File: src/hw/rtl/lubr_pkg.sv
// Package for the longest unique byte run block.
// Holds shared constants, the stage control struct and the symbol fold function.
// No dependencies.
`timescale 1ns / 1ps

package lubr_pkg;

	// Default configuration
	localparam int unsigned ALPHABET_SIZE_DEF = 256;
	localparam int unsigned POSITION_BITS_DEF = 16;

	// Result length field
	localparam int unsigned OUT_LEN_BITS = 16;
	localparam logic [OUT_LEN_BITS-1:0] OUT_LEN_MAX = '1;

	// Control from the input stage to the window tracker
	typedef struct packed {
		logic advance;   // stage-1 transaction retires this cycle
		logic has_byte;
		logic is_last;
	} win_ctl_t;

	// Fold a byte into the alphabet: b mod a, by eight restoring subtract steps
	function automatic logic [7:0] fold_byte(input logic [7:0] b, input int unsigned a);
		int unsigned v;
		int unsigned step;
		v = 32'(b);
		for (int k = 7; k >= 0; k--) begin
			step = a << k;
			if (v >= step) begin
				v = v - step;
			end
		end
		return v[7:0];
	endfunction

endpackage

File: src/hw/rtl/lubr_ram.sv
// Generic single-write, single-read RAM with registered read data.
// No dependencies.
`timescale 1ns / 1ps

module lubr_ram #(
	parameter int unsigned WIDTH = 16,
	parameter int unsigned DEPTH = 256
) (
	input  logic                     clk,
	input  logic                     wr_en,
	input  logic [$clog2(DEPTH)-1:0] wr_addr,
	input  logic [WIDTH-1:0]         wr_data,
	input  logic                     rd_en,
	input  logic [$clog2(DEPTH)-1:0] rd_addr,
	output logic [WIDTH-1:0]         rd_data
);

	logic [WIDTH-1:0] mem_q [DEPTH];

	// Write port
	always_ff @(posedge clk) begin
		if (wr_en) begin
			mem_q[wr_addr] <= wr_data;
		end
	end

	// Registered read port (returns old data on a same-address write)
	always_ff @(posedge clk) begin
		if (rd_en) begin
			rd_data <= mem_q[rd_addr];
		end
	end

endmodule

File: src/hw/rtl/lubr_window.sv
// Window tracker: seen marks, position counter, window start, best length.
// Takes one byte per cycle while the input stage advances, and issues the last-position table write.
// Depends on lubr_pkg.
`timescale 1ns / 1ps

module lubr_window #(
	parameter int unsigned ALPHABET_SIZE = lubr_pkg::ALPHABET_SIZE_DEF,
	parameter int unsigned POSITION_BITS = lubr_pkg::POSITION_BITS_DEF
) (
	input  logic                             clk,
	input  logic                             arst_n,
	input  lubr_pkg::win_ctl_t               ctl,
	input  logic [$clog2(ALPHABET_SIZE)-1:0] sym,
	input  logic [POSITION_BITS-1:0]         prev_pos,
	output logic                             wr_en,
	output logic [$clog2(ALPHABET_SIZE)-1:0] wr_addr,
	output logic [POSITION_BITS-1:0]         wr_data,
	output logic [lubr_pkg::OUT_LEN_BITS-1:0] res_len,
	output logic                             res_sat
);

	import lubr_pkg::*;

	localparam int unsigned CMP_W = (POSITION_BITS > OUT_LEN_BITS) ? POSITION_BITS : OUT_LEN_BITS;
	localparam logic [POSITION_BITS-1:0] POS_MAX = '1;

	logic [ALPHABET_SIZE-1:0] seen_q;
	logic [POSITION_BITS-1:0] pos_q;
	logic [POSITION_BITS-1:0] start_q;
	logic [POSITION_BITS-1:0] best_q;
	logic                     ovf_q;

	logic                     pos_full;
	logic                     take;
	logic                     repeat_hit;
	logic [POSITION_BITS-1:0] start_n;
	logic [POSITION_BITS-1:0] run_len;
	logic [POSITION_BITS-1:0] best_n;
	logic                     ovf_n;
	logic [CMP_W-1:0]         best_ext;
	logic                     too_long;

	// Per-byte window update
	always_comb begin
		pos_full   = (pos_q == POS_MAX);
		take       = ctl.has_byte && !pos_full;
		repeat_hit = seen_q[sym] && (prev_pos >= start_q);
		start_n    = repeat_hit ? (prev_pos + 1'b1) : start_q;
		run_len    = pos_q - start_n + 1'b1;
		best_n     = best_q;
		if (take && (run_len > best_q)) begin
			best_n = run_len;
		end
		ovf_n = ovf_q || (ctl.has_byte && pos_full);
	end

	// Result with clamp to the output width
	always_comb begin
		best_ext = CMP_W'(best_n);
		too_long = best_ext > CMP_W'(OUT_LEN_MAX);
		res_len  = too_long ? OUT_LEN_MAX : best_ext[OUT_LEN_BITS-1:0];
		res_sat  = ovf_n || too_long;
	end

	// Last-position table write
	assign wr_en   = ctl.advance && take;
	assign wr_addr = sym;
	assign wr_data = pos_q;

	// Per-string state; cleared at the end of each string
	always_ff @(posedge clk or negedge arst_n) begin
		if (!arst_n) begin
			seen_q  <= '0;
			pos_q   <= '0;
			start_q <= '0;
			best_q  <= '0;
			ovf_q   <= 1'b0;
		end else if (ctl.advance) begin
			if (ctl.is_last) begin
				seen_q  <= '0;
				pos_q   <= '0;
				start_q <= '0;
				best_q  <= '0;
				ovf_q   <= 1'b0;
			end else begin
				ovf_q  <= ovf_n;
				best_q <= best_n;
				if (take) begin
					seen_q[sym] <= 1'b1;
					pos_q       <= pos_q + 1'b1;
					start_q     <= start_n;
				end
			end
		end
	end

endmodule

File: src/hw/rtl/longest_unique_byte_run.sv
// Top level of the longest unique byte run block.
// Input stage, last-position RAM with bypass, window tracker, result register.
// Depends on lubr_pkg, lubr_ram, lubr_window.
//
//   channel | handshake                  | payload
//   --------+----------------------------+-----------------------------------
//   item    | item_valid / item_stall    | byte_value, has_byte, is_last
//   result  | result_valid / result_stall| longest_length, length_saturated
//
// One byte per cycle while the item channel is not stalled: accepted bytes are held in
// the input stage, where the last-position RAM read (issued at accept) returns; a result
// passes from the input stage into the result register. The RAM read-to-write loop is closed by a bypass.
// Reset clears all control and per-string state; the RAM needs no clearing pass.
// Only a last item waiting behind a held result stalls the item channel.
`timescale 1ns / 1ps

module longest_unique_byte_run #(
	parameter int unsigned ALPHABET_SIZE = lubr_pkg::ALPHABET_SIZE_DEF,
	parameter int unsigned POSITION_BITS = lubr_pkg::POSITION_BITS_DEF
) (
	input  logic                              clk,
	input  logic                              arst_n,
	input  logic                              item_valid,
	output logic                              item_stall,
	input  logic [7:0]                        byte_value,
	input  logic                              has_byte,
	input  logic                              is_last,
	output logic                              result_valid,
	input  logic                              result_stall,
	output logic [lubr_pkg::OUT_LEN_BITS-1:0] longest_length,
	output logic                              length_saturated
);

	import lubr_pkg::*;

	localparam int unsigned SYM_BITS = $clog2(ALPHABET_SIZE);

	logic                     valid_s1;
	logic                     has_byte_s1;
	logic                     is_last_s1;
	logic [SYM_BITS-1:0]      sym_s1;
	logic                     byp_hit_s1;
	logic [POSITION_BITS-1:0] byp_pos_s1;

	logic                     accept;
	logic                     advance;
	logic [SYM_BITS-1:0]      sym_in;
	logic [POSITION_BITS-1:0] rd_pos;
	logic [POSITION_BITS-1:0] prev_pos;
	win_ctl_t                 ctl;
	logic                     wr_en;
	logic [SYM_BITS-1:0]      wr_addr;
	logic [POSITION_BITS-1:0] wr_data;
	logic [OUT_LEN_BITS-1:0]  res_len;
	logic                     res_sat;
	logic [OUT_LEN_BITS-1:0]  len_q;
	logic                     sat_q;
	logic                     out_valid_q;

	// Handshake: stage 1 retires unless a result is blocked behind a held one
	assign advance    = valid_s1 && (!is_last_s1 || !out_valid_q || !result_stall);
	assign item_stall = valid_s1 && !advance;
	assign accept     = item_valid && !item_stall;
	assign sym_in     = SYM_BITS'(fold_byte(byte_value, ALPHABET_SIZE));

	// Input stage control
	always_ff @(posedge clk or negedge arst_n) begin
		if (!arst_n) begin
			valid_s1 <= 1'b0;
		end else if (accept) begin
			valid_s1 <= 1'b1;
		end else if (advance) begin
			valid_s1 <= 1'b0;
		end
	end

	// Input stage payload and bypass of a same-edge table write
	always_ff @(posedge clk) begin
		if (accept) begin
			has_byte_s1 <= has_byte;
			is_last_s1  <= is_last;
			sym_s1      <= sym_in;
			byp_hit_s1  <= wr_en && (wr_addr == sym_in);
			byp_pos_s1  <= wr_data;
		end
	end

	// Last-position table
	lubr_ram #(
		.WIDTH (POSITION_BITS),
		.DEPTH (ALPHABET_SIZE)
	) u_last_pos (
		.clk     (clk),
		.wr_en   (wr_en),
		.wr_addr (wr_addr),
		.wr_data (wr_data),
		.rd_en   (accept),
		.rd_addr (sym_in),
		.rd_data (rd_pos)
	);

	assign prev_pos = byp_hit_s1 ? byp_pos_s1 : rd_pos;

	assign ctl.advance  = advance;
	assign ctl.has_byte = has_byte_s1;
	assign ctl.is_last  = is_last_s1;

	lubr_window #(
		.ALPHABET_SIZE (ALPHABET_SIZE),
		.POSITION_BITS (POSITION_BITS)
	) u_window (
		.clk      (clk),
		.arst_n   (arst_n),
		.ctl      (ctl),
		.sym      (sym_s1),
		.prev_pos (prev_pos),
		.wr_en    (wr_en),
		.wr_addr  (wr_addr),
		.wr_data  (wr_data),
		.res_len  (res_len),
		.res_sat  (res_sat)
	);

	// Result register
	always_ff @(posedge clk or negedge arst_n) begin
		if (!arst_n) begin
			out_valid_q <= 1'b0;
		end else if (advance && is_last_s1) begin
			out_valid_q <= 1'b1;
		end else if (!result_stall) begin
			out_valid_q <= 1'b0;
		end
	end

	always_ff @(posedge clk) begin
		if (advance && is_last_s1) begin
			len_q <= res_len;
			sat_q <= res_sat;
		end
	end

	assign result_valid     = out_valid_q;
	assign longest_length   = len_q;
	assign length_saturated = sat_q;

endmodule

File: config.mk
export PLATFORM = sky130hd
export DESIGN_NAME = longest_unique_byte_run
export DESIGN_NICKNAME = d
export VERILOG_FILES = /design/src/hw/rtl/lubr_pkg.sv /design/src/hw/rtl/lubr_ram.sv /design/src/hw/rtl/lubr_window.sv /design/src/hw/rtl/longest_unique_byte_run.sv
export SDC_FILE = /design/constraint.sdc
export NUM_CORES = 2
export LEC_CHECK = 0
export BUFFER_PORTS_ARGS = -buffer_cell sky130_fd_sc_hd__buf_2
export CAP_MARGIN = 10
export CORE_UTILIZATION = 60
export DETAILED_ROUTE_END_ITERATION = 6
export GPL_TIMING_DRIVEN = 1
export HOLD_SLACK_MARGIN = 0.05
export PLACE_DENSITY = 0.76
export SYNTH_ARGS = -nofsm -noshare
export SYNTH_HDL_FRONTEND = slang
export SYNTH_HIERARCHICAL = 1
export SYNTH_SLANG_ARGS = --single-unit
File: constraint.sdc
create_clock -name clk -period 11.7 [get_ports clk]
set_input_delay 2.34 -clock clk [delete_from_list [all_inputs] [get_ports clk]]
set_output_delay 2.34 -clock clk [all_outputs]
set_load 0.02 [all_outputs]
* After elaboration in Yosys (flattened, before gate mapping)
Memories as Yosys holds them, arrays and structs flattened. A register that Yosys moved wholly into a read port is not among the register bits.
Cells that the tools add are included.
** Word-level totals
- Output and inout port bits :: 19
- Memories kept :: 1
- Memory bits (writable) :: 4096
- Input port bits :: 14
- Register bits after elaboration :: 351
- Word-level logic and storage cells :: 73
** Cells by class
- Muxes and demuxes :: 21
- Add/subtract/negate cells :: 4
- Magnitude comparators :: 5
- Reductions and logical operators :: 24
- Bitwise operators :: 1
- Equal/unequal tests :: 3
** Memory list
- u_last_pos.mem_q :: depth 256, bits a word 16, rd ports 1, clocked after memory_dff 1, write ports 1, line lubr_ram.sv:18 : logic [WIDTH-1:0] mem_q [DEPTH];
** Operator list (number)
- 256-bit 2-to-1 mux :: 2
- 256-bit OR :: 1
- 16-bit 2-to-1 mux :: 8
- 16-bit by 1-bit adder with 16-bit output (second input constant) :: 3
- 16-bit equality test (second input constant) :: 1
- 16-bit greater-or-equal comparator :: 1
- 16-bit greater-than comparator :: 1
- 16-bit greater-than comparator (second input constant) :: 1
- 16-bit subtractor :: 1
- 1-bit logical AND :: 11
- 8-bit by 9-bit < comparator with 1-bit output (second input constant) :: 1
- 1-bit 2-to-1 mux :: 9
- 1-bit binary-select mux with 8-bit select :: 1
- 1-bit demux with 8-bit select :: 1
- 8-bit equality test :: 1
- 8-bit by 1-bit greater-or-equal comparator with 1-bit output (second input constant) :: 1
- 1-bit zero test :: 6
- 1-bit logical OR :: 4
- 2-bit nonzero test :: 2
- 2-bit by 1-bit inequality test with 1-bit output (second input constant) :: 1
- 2-bit AND reduction :: 1

* Longest topological paths before layout
- Depth in word-level cells :: 11
- Gate-level depth with buffers :: 37
- Gate-level depth less buffers :: 32

* Modules after synthesis
Netlist, hierarchy kept.
** Modules (own cells, without submodules)
- lubr_ram :: times used 1, cells each 7360, seq. area each 123478.4 um2, area an instance 158874.9 um2
- lubr_window :: times used 1, cells each 1539, seq. area each 7632.3 um2, area an instance 15532.4 um2
- longest_unique_byte_run :: times used 1, cells each 86, seq. area each 1371.3 um2, area an instance 1759.2 um2

* Worst setup path after synthesis
OpenSTA, ideal clock, no wires.
- Path kind :: reg-to-reg
- Start point :: register u_window.pos_q[1] (netlist: u_window/wr_data[1])
- End point :: register u_window.best_q[10]
- Arrival time :: 7659 ps
- Period minus slack after synthesis :: 7780 ps
- Slack :: 3920 ps
- Setup time :: 121 ps
- Cell stages (with the launch flop) :: 25
- Path buffers :: 2
- Required time :: 11579 ps
- Cells stage by stage :: dfrtp_1 -> inv_1 -> ha_1 -> inv_1 -> ha_1 -> fa_1 -> a211oi_1 -> nor2_1 -> o211ai_1 -> nand3_1 -> o21ai_0 -> nand2b_1 -> a21oi_1 -> xnor2_1 -> ha_1 -> a21o_1 -> a21o_1 -> a21oi_1 -> o21ai_0 -> a21oi_1 -> a211o_1 -> clkbuf_1 -> buf_2 -> mux2_2 -> a22o_1
** On the way
- Word-level cells in the longest chain between the ends :: 6
- Elaborated cells between the ends (all ways) :: 9
- Classes of those cells :: add/sub: 2; order compare: 1; eq/ne: 1; mux: 2; reduce/logical: 3
** RTL lines
- from (decl) :: line lubr_window.sv:28 : logic [POSITION_BITS-1:0] pos_q;
- from (signal assigned) :: line lubr_window.sv:90 : pos_q <= pos_q + 1'b1;
- 16-bit subtractor / 16-bit equality test (equally long branches) :: line lubr_window.sv:49, lubr_window.sv:45
- 16-bit by 1-bit adder with 16-bit output / 1-bit zero test (equally long branches) :: line lubr_window.sv:49, lubr_window.sv:46
- 16-bit greater-than comparator / 1-bit logical AND (equally long branches) :: line lubr_window.sv:51, lubr_window.sv:46
- 1-bit logical AND :: line lubr_window.sv:51 : if (take && (run_len > best_q)) begin
- 16-bit 2-to-1 mux (*) :: line lubr_window.sv:51
- 16-bit 2-to-1 mux (*) :: line lubr_window.sv:79 : if (ctl.is_last) begin
- to (signal assigned) :: line lubr_window.sv:87 : best_q <= best_n;
- to (decl) :: line lubr_window.sv:30 : logic [POSITION_BITS-1:0] best_q;
Mark *: on every way between the ends. The rest lies on a longest branch, timed or not.
A chain may end at the register's enable or synchronous reset.

* Worst setup path in the final report
- Start point :: register byp_hit_s1
- End point :: register u_window.best_q[6]
** On the way
- Word-level cells in the longest chain between the ends :: 10
- Elaborated cells between the ends (all ways) :: 11
- Classes of those cells :: add/sub: 3; order compare: 2; mux: 4; reduce/logical: 2
** RTL lines
- from (decl) :: line longest_unique_byte_run.sv:42 : logic byp_hit_s1;
- from (signal assigned) :: line longest_unique_byte_run.sv:83 : byp_hit_s1 <= wr_en && (wr_addr == sym_in);
- 16-bit 2-to-1 mux (*) :: line longest_unique_byte_run.sv:102 : assign prev_pos = byp_hit_s1 ? byp_pos_s1 : rd_pos;
- via prev_pos[13] :: line longest_unique_byte_run.sv:49 : logic [POSITION_BITS-1:0] prev_pos;
- 16-bit greater-or-equal comparator :: line lubr_window.sv:47 : repeat_hit = seen_q[sym] && (prev_pos >= start_q);
- 1-bit logical AND :: line lubr_window.sv:47
- 16-bit 2-to-1 mux (*) :: line lubr_window.sv:48 : start_n = repeat_hit ? (prev_pos + 1'b1) : start_q;
- 16-bit subtractor (*) :: line lubr_window.sv:49 : run_len = pos_q - start_n + 1'b1;
- 16-bit by 1-bit adder with 16-bit output (*) :: line lubr_window.sv:49
- 16-bit greater-than comparator :: line lubr_window.sv:51
- 1-bit logical AND :: line lubr_window.sv:51
- 16-bit 2-to-1 mux (*) :: line lubr_window.sv:51
- 16-bit 2-to-1 mux (*) :: line lubr_window.sv:79
The timed path passes the listed nets; every way through them passes the cells marked *.

==> summary.log <==
INFO  global_routing groute.usage.overall=31.38%
INFO  pwr            ir_drop_worst_case_vdd=0.1406mV
INFO  die            die-height=543.9um
INFO  yosys          syn-instance-count=8985
INFO  clocking       clock_transition_at_path_regs=0.06ns
INFO  placement      place.gp.congestion=0.9056
INFO  clocking       cts_tree=built
INFO  placement      dpl_worst_slack=2.974ns
INFO  critical_path  timing.critical_path.to_type=flop
INFO  yosys          synth.top_cell.area_share=70.84%
INFO  route          remaining_design_rule_violation_count=0
INFO  placement      io_port_bufs=32
INFO  yosys          yosysMostFrequentCell=edfxtp_1
INFO  yosys          post_synth_instance_area=176200squm
INFO  yosys          yosysTopAreaCell=edfxtp_1
INFO  route          drt-pass1-iter-count=6
INFO  critical_path  path_delay_family=compound AO/OA/AOI/OAI gates
INFO  timing         period_minus_slack=8.627ns
INFO  yosys          seq_area_frac_synth=75.20%
INFO  route          detailroute.via_count=94200
INFO  critical_path  critPathArrivalTime=9.45ns
INFO  timing         worst_slew_pin_slew=1.416ns
INFO  timing         rsz0062_at_grt=false
INFO  global_routing number_of_global_route_vias_before_repair=92540
INFO  clocking       cts_hold_repair.buffers=0
INFO  pwr            power.static_leakage=58.13nW
INFO  yosys          synth_top_cells_by_area=edfxtp_1, mux4_2, dfrtp_1
INFO  die            fp.dieW=543.9um
INFO  clocking       post-cts-setup-buffer-count=0
INFO  placement      placed_cells_incl_taps=12770
INFO  timing         clock_skew=0.07264ns
INFO  clocking       number_of_buffers_added_by_the_clock_tree_synthesis_step=430
INFO  clocking       clock_sinks=4463
INFO  timing         slew_hr=5.616%
INFO  yosys          ys_seq_elements=4463
INFO  timing         achievable-frequency=0.1159GHz
INFO  global_routing global_route.overflow_total=0
INFO  global_routing grt_first_pass_wirelength=660.9mm
INFO  die            rows=198
INFO  clocking       clockBufferDepth=4
INFO  yosys          synth_fp_nets=9063
INFO  timing         final.setup.tns=0ns
INFO  global_routing grt_antenna_before_repair=26
INFO  critical_path  regToRegStartpoint=byp_hit_s1
INFO  route          antenna_violating_nets_left=0
INFO  finish         areaGrowthSynthToFinish=11.28%
INFO  route          count_of_routing_violations_after_the_opening_detailed_route_iteration=14410
INFO  die            dieArea=295800squm
INFO  min_path       timing.hold.worst.class=reg2reg
INFO  clocking       htreeDepth=5
INFO  yosys          synth_area_per_cell=19.61squm
INFO  outcome        status=complete, no violations
INFO  timing         final-setup-viol-count=0
INFO  yosys          postSynth.asyncResetShare=6.879%
INFO  min_path       worstHoldStart=u_window/seen_q[94]
INFO  yosys          synth_enable_flop_cells=4156
INFO  yosys          yosysWarnings=6
INFO  yosys          post_synth_num_cell_types=75
INFO  clocking       clock_insertion_delay_worst_skew=1.00ns
INFO  clocking       post_cts_resize_count=0
INFO  critical_path  crit_fanout=30
INFO  yosys          prevailing_post_synth_register_cell=edfxtp_1
INFO  timing         layout_setup_ws=3.073ns
INFO  critical_path  worst_setup_path_startpoint=byp_hit_s1
INFO  critical_path  critPathKind=reg2reg
INFO  global_routing largest_net_degree_at_the_start_of_global_routing=209
INFO  run            drv.max_cap_violation_count=0
INFO  timing         holdWs=0.4932ns
INFO  placement      dpl.hpwl=264.6mm
INFO  finish         final_layout_size_suffix_gt1_share=22.37%
INFO  critical_path  cp_num_buf_inv=2
INFO  critical_path  cp.required=12.52ns
INFO  yosys          synth.top_cells.by_count=edfxtp_1, mux4_2, nor2_1, mux2i_1, a21oi_1
INFO  timing         hold_violations=0
INFO  route          route.detailed.vias_per_inst=6.939
INFO  finish         layoutNonFillerInstCount=13570
INFO  route          drt-total-wl=462.8mm
INFO  critical_path  slowest_stage=edfxtp_1
INFO  finish         finalNetCount=9386
INFO  timing         drv_slew=0
INFO  die            floorplan.io_pins=33
INFO  route          detail_route.wl_per_cell=34.10um
INFO  critical_path  timing.critical_path.mode_cell=ha_1
INFO  critical_path  max_stage_delay=0.85ns
INFO  critical_path  setup.worst_path.start_class=flop
INFO  die            initial_utilization=60.42%
INFO  clocking       root_buffer=clkbuf_16
INFO  timing         layout_worst_path_cycle_share=73.73%
INFO  pwr            power_per_cell_area=167.4nW/um^2
INFO  die            placeableCoreArea=291600squm
-- state kept, by name, indices dropped and copies added (netlist names), 8 cells and up --
register / count
u_window/seen_q: 256
u_window/wr_data: 16
sym_s1: 8
u_last_pos/mem_q: 4096
byp_pos_s1: 16
u_window/start_q: 16
u_last_pos/rd_data: 16
u_window/best_q: 16
longest_length: 16
-- worst paths after layout --
path	endpoint	slack (ns)	depth (start not counted)
worst min register to register	u_window/seen_q[94]	0.49	2
max in group asynchronous	u_window/seen_q[206]	8.12	3
min in group asynchronous	result_valid	1.27	1
worst min-delay path	u_window/seen_q[94]	0.49	2
worst max register to register	u_window/best_q[6]	3.07	30
worst max-delay path	u_window/best_q[6]	3.07	30
-- area by class of cell --
type	instances	area, sq um
Fill cell	17690	95540
Inverter	51	203.9
Clock inverter	259	2836
Clock buffer	528	11260
Antenna cell	11	27.53
Sequential cell	4463	132500
Multi-Input combinational cell	3910	40640
Timing Repair Buffer	452	3651
Tap cell	3900	4880
-- per-layer routing --
| layer | global-route usage (%) | wire length (um) | vias to the layer above |
|---|---|---|---|
| met1 | 42.82 | 162100 | 48560 |
| met4 | 14.71 | 24470 | 18 |
| li1 | - | - | 37660 |
| met5 | 0 | 117 | - |
| met2 | 48.19 | 215500 | 6846 |
| met3 | 7.833 | 60630 | 1111 |
-- where the power goes --
group | switching [mW] | leakage, nW | internal [mW]
clock network | 5.94 | 6.87 | 7.95
logic | 1.01 | 14.9 | 0.513
registers | 0.0466 | 36.4 | 17.4
-- cells in the final DEF (no fill, tap or decap), types with 153 or more instances in the layout --
cell type  synthesis  final
dfrtp_1          307    291
mux4_2           859    859
edfxtp_1        4156   4156
o22ai_1          153    153
a21oi_1          455    455
o221ai_1         255    255
buf_4             41    397
mux2i_1          578    578
nor2_1           641    587
clkbuf_16          0    433
-- stage by stage --
| stage | util [%] | cell area (sq um) | power (mW) |
|---|---|---|---|
| 2_1_floorplan | - | 176200 | 18.76 |
| 3_3_place_gp | 62.36 | 181800 | 19.22 |
| 3_5_place_dp | 62.36 | 181800 | 19.24 |
| 4_1_cts | 67.19 | 195900 | 32.88 |
| 5_1_grt | 67.22 | 196000 | 33.59 |
| 6_report | 67.23 | 196000 | 32.82 |
-- kinds of logic after synthesis --
family,share of synthesized area (%)
and+or+nand+nor,2.617
adders and majority gates,0.4588
muxes,15.07
xor gates and xnor gates,0.2486
AOI/OAI and AO/OA,4.475
buffers and inverters,1.931
DFF,75.20
-- worst reg2reg max path, delay by kind of cell, from the launching register on --
family,cells,cell delay (ns)
AO/OA/AOI/OAI,13,3.20
adder cells (fa/ha/maj),5,1.59
multiplexers,3,1.34
AND/OR/NAND/NOR,6,1.13
flip-flops,1,0.85
XOR/XNOR,1,0.30
buffers and inverters,2,0.12
(Power assumes the default switching activity.)
